===== src/rtl/core/tme_pkg.sv =====
`timescale 1ns / 1ps
package tme_pkg;

  localparam int unsigned DATA_WIDTH_DEF = 32;
  localparam int unsigned FRAC_BITS_DEF  = 16;
  localparam int unsigned IO_W           = 32;
  localparam int unsigned N_ARGS         = 9;

  // Raw action codes as they arrive on the input stream.
  localparam logic [2:0] ACT_IDENT = 3'd0;
  localparam logic [2:0] ACT_TRANS = 3'd1;
  localparam logic [2:0] ACT_SCALE = 3'd2;
  localparam logic [2:0] ACT_ROT   = 3'd3;
  localparam logic [2:0] ACT_VEC   = 3'd4;
  localparam logic [2:0] ACT_READ  = 3'd5;

  typedef enum logic [2:0] {
    K_IDENT,
    K_TRANS,
    K_SCALE,
    K_ROT,
    K_VEC,
    K_READ
  } kind_e;

  typedef struct packed {
    kind_e                             kind;
    logic [N_ARGS-1:0][IO_W-1:0]       arg;
  } cmd_t;

  typedef struct packed {
    logic valid;
    cmd_t cmd;
  } head_t;

endpackage


===== src/rtl/core/tme_front.sv =====
`timescale 1ns / 1ps
module tme_front (
  input  logic                                  clk_i,
  input  logic                                  rst_ni,
  input  logic                                  s_tvalid_i,
  output logic                                  s_tready_o,
  input  logic [2:0]                            s_tuser_i,
  input  logic [tme_pkg::N_ARGS*tme_pkg::IO_W-1:0] s_tdata_i,
  output tme_pkg::head_t                        head_o,
  input  logic                                  pop_i
);
  import tme_pkg::*;

  cmd_t       mem_q [2];
  logic       wp_q, rp_q;
  logic [1:0] cnt_q;
  logic       known;
  logic       push;
  cmd_t       cmd_in;

  always_comb begin
    known = 1'b1;
    cmd_in.arg = s_tdata_i;
    unique case (s_tuser_i)
      ACT_IDENT: cmd_in.kind = K_IDENT;
      ACT_TRANS: cmd_in.kind = K_TRANS;
      ACT_SCALE: cmd_in.kind = K_SCALE;
      ACT_ROT:   cmd_in.kind = K_ROT;
      ACT_VEC:   cmd_in.kind = K_VEC;
      ACT_READ:  cmd_in.kind = K_READ;
      default: begin
        // Unused codes are taken and dropped here.
        cmd_in.kind = K_IDENT;
        known = 1'b0;
      end
    endcase
  end

  assign s_tready_o   = (cnt_q != 2'd2);
  assign push         = s_tvalid_i && s_tready_o && known;
  assign head_o.valid = (cnt_q != 2'd0);
  assign head_o.cmd   = mem_q[rp_q];

  always_ff @(posedge clk_i) begin
    if (push) mem_q[wp_q] <= cmd_in;
  end

  always_ff @(posedge clk_i or negedge rst_ni) begin
    if (!rst_ni) begin
      wp_q  <= 1'b0;
      rp_q  <= 1'b0;
      cnt_q <= 2'd0;
    end else begin
      if (push) wp_q <= ~wp_q;
      if (pop_i) rp_q <= ~rp_q;
      cnt_q <= cnt_q + 2'(push) - 2'(pop_i);
    end
  end
endmodule


===== config.mk =====
export PLATFORM = sky130hd
export DESIGN_NAME = tme_front
export DESIGN_NICKNAME = d
export VERILOG_FILES = /design/src/rtl/core/tme_pkg.sv /design/src/rtl/core/tme_front.sv
export SDC_FILE = /design/constraint.sdc
export NUM_CORES = 1
export LEC_CHECK = 0
export BUFFER_PORTS_ARGS = -buffer_cell sky130_fd_sc_hd__buf_2
export CORE_ASPECT_RATIO = 0.5
export CORE_UTILIZATION = 25
export DETAILED_ROUTE_END_ITERATION = 6
export GPL_TIMING_DRIVEN = 0
export SLEW_MARGIN = 25
export SYNTH_ARGS = -nofsm -noshare
export SYNTH_HDL_FRONTEND = slang
export SYNTH_SLANG_ARGS = --single-unit
export TNS_END_PERCENT = 1

===== constraint.sdc =====
create_clock -name clk_i -period 13.05 [get_ports clk_i]
set_input_delay 0 -clock clk_i [delete_from_list [all_inputs] [get_ports clk_i]]
set_output_delay 0 -clock clk_i [all_outputs]
set_load 0.02 [all_outputs]

==> impl_metrics.ini <==
[clocking]
cts_tree = done
cts_root_buffer = clkbuf_16
clock_sinks = 586
ctsResizeCount = 0
cts.clk_slew.worst_paths_ns = 0.07
numCtsBuffers = 54
htree_levels = 2
clock_path_buffers = 3
cts-hold-fix-buffers = 296
cts_setup_buffers = 0
clock_latency_ns = 0.62

[synthesis]
seq_area_frac_synth_pct = 82.4
ys_warn_count = 0
avgSynthCellArea_um2 = 23.0
synth_area_mm2 = 0.0213
ys_seq_elements = 586
synth.distinct_cells = 16
syn_nets = 1223
synthCells = 926

[layout]
fillers = 7820
fin_nets = 2192
drive_gt1_share_pct = 52.6
num_antenna_cells = 0
final_common_cell = buf_2
final_cells = 3057
final_cell_mix = buf_2, edfxtp_1, dlygate4sd3_1
syn2layout_area_growth_pct = 46.0

[power]
combPwrFrac_pct = 35.9
share_seq_of_total_power_pct = 39.2
p_int_mw = 4.27
p_per_area_mw_per_mm2 = 206
p_leak_nw = 11.5
swShare_pct = 33.6
peakVddDrop_v = 0.0000992
p_switching_mw = 2.16
clkPwrFrac_pct = 24.9
finalPower_mw = 6.43

[critical_path]
slowest_stage = nor2_4
crit_required_ns = 13.39
path_class = reg -> reg
start_kind = register
endpoint_kind = register
cp_common_cell = buf_12
critPathMaxFanout = 23
arrival_ns = 3.06
worst_path_largest_cell_delay_ns = 0.57
cp_cell_sequence = nand2b_1 > nand3_1 > nor2_4 > buf_12 > buf_12 > buf_16 > buf_16 > buf_12

[place]
dp.cells = 2659
preCtsSetupSlack_ns = 10.31
port_buffers = 587
place.gp.congestion = 0.861
place_hpwl_um = 43500

[routing]
wl_um = 59500
drc = 0
dr.pass1.iters = 4
drt-wirelength-per-cell_um = 19.5
viasPerCell = 4.09
vias = 12500
initialDrtViolationCount = 800
ant_nets = 0

[timing]
fin_ws_ns = 10.33
fin_skew_ns = 0.0321
slew_headroom_pct = 58.9
tightestPinTransition_ns = 0.616
period_needed_ns = 2.72
max_freq_ghz = 0.367
drv_slew = 0
hold_viol = 0
rsz0062_at_grt = false
fin_crit_sh_pct = 20.9
finalSetupViolCount = 0

[worst_hold_path]
hold_class = in -> reg

[flow_run]
drv_cap = 0

[grt]
grt-ovfl-total = 0
antenna_found_initial = 1
grtUsageTotal_pct = 13.4
grt_pass1_wl_um = 85700
grt_pass1_vias = 13373
grt_max_degree = 24

[die]
initial_core_util_pct = 25.3
dieHeight_um = 209
ios = 588
dieArea_mm2 = 0.0865
die_w_um = 415
coreArea_mm2 = 0.0842
fp-row-count = 75

[run_status]
status = finished, final reports clean
## path summary, 6_finish.rpt
check | startpoint | to | slack [ns] | depth (start not counted)
setup / recovery | cnt_q[1] | mem_q[1][199] | 10.33 | 8
hold / removal | s_tdata_i[72] | mem_q[0][72] | 0.09 | 2
setup reg to reg | cnt_q[1] | mem_q[1][199] | 10.33 | 8
hold reg to reg | cnt_q[1] | cnt_q[1] | 0.50 | 1
max in group asynchronous | rst_ni | wp_q | 12.58 | 3
min in group asynchronous | rst_ni | cnt_q[1] | 0.29 | 3
## registers in the layout (all words and copies together), names as in the netlist
register and count:
cnt_q 2, wp_q 1, rp_q 1, mem_q 582
## per-layer routing
metal	GRT usage [%]	up-vias	part of all wire (%)
li1	-	5657	-
met1	14.3	6460	35
met2	25.8	271	57
met3	3.09	110	4.9
met4	4.71	2	3.1
met5	0	-	0.022
## power by group through the flow
| stage | clock (mW) | combinational (mW) | sequential [mW] |
|---|---|---|---|
| after floorplan | 0 | 1.35 | 2.73 |
| after detailed placement | 0 | 2.26 | 2.56 |
| after global routing | 1.73 | 2.43 | 2.55 |
| after global placement | 0 | 2.12 | 2.86 |
| after CTS | 1.66 | 2.35 | 2.52 |
| final | 1.60 | 2.31 | 2.52 |
## synthesized netlist by cell type
master,count,area [um2]
ha_1,2,25.0
nand2_1,1,3.75
dfrtp_1,4,100
mux2_2,291,3280
nand3_1,1,5.00
xnor2_1,3,26.3
or2_2,1,6.26
nor2_1,2,7.51
buf_2,1,5.00
xor2_1,1,8.76
nor2b_1,2,12.5
and2_1,1,6.26
edfxtp_1,582,17500
inv_1,2,7.51
buf_6,31,349
nand2b_1,1,6.26
## final cells by class
type	count	area, um2	share of cell area, %
clock buffers	69	1410	4.52
clock inverters	33	367	1.18
well taps	1116	1400	4.49
inverters	2	7.51	0.0241
multi-input cells	306	3400	10.9
plain buffers	32	354	1.14
repair buffers	913	6620	21.3
flip-flops and latches	586	17600	56.5
## logic make-up after synthesis
logic type | after synthesis | synth area share (%)
adders and majority gates | 2 | 0.117
buffers and inverters | 34 | 1.70
DFF | 586 | 82.4
xor gates and xnor gates | 4 | 0.164
muxes | 291 | 15.4
and+or+nand+nor | 9 | 0.223
## stage by stage
| stage | cell area [um2] | hold slack, ns | util, % | setup TNS (ns) |
|---|---|---|---|---|
| after floorplan | 21300 | -0.296 | - | -440.86 |
| after global placement | 25700 | -0.192 | 30.5 | -5090.62 |
| after detailed placement | 26400 | -0.189 | 31.4 | 0 |
| after CTS | 31100 | 0.0261 | 37.0 | 0 |
| after global routing | 31100 | 0.0454 | 37.0 | 0 |
| final | 31100 | 0.0901 | 37.0 | 0 |
## critical path, delay by kind of cell (launching register included)
kind | cells | cell delay, ns
flip-flops | 1 | 0.40
AND/OR/NAND/NOR | 3 | 0.94
buffers and inverters | 5 | 1.04
Power figures use the tool's default switching activity.
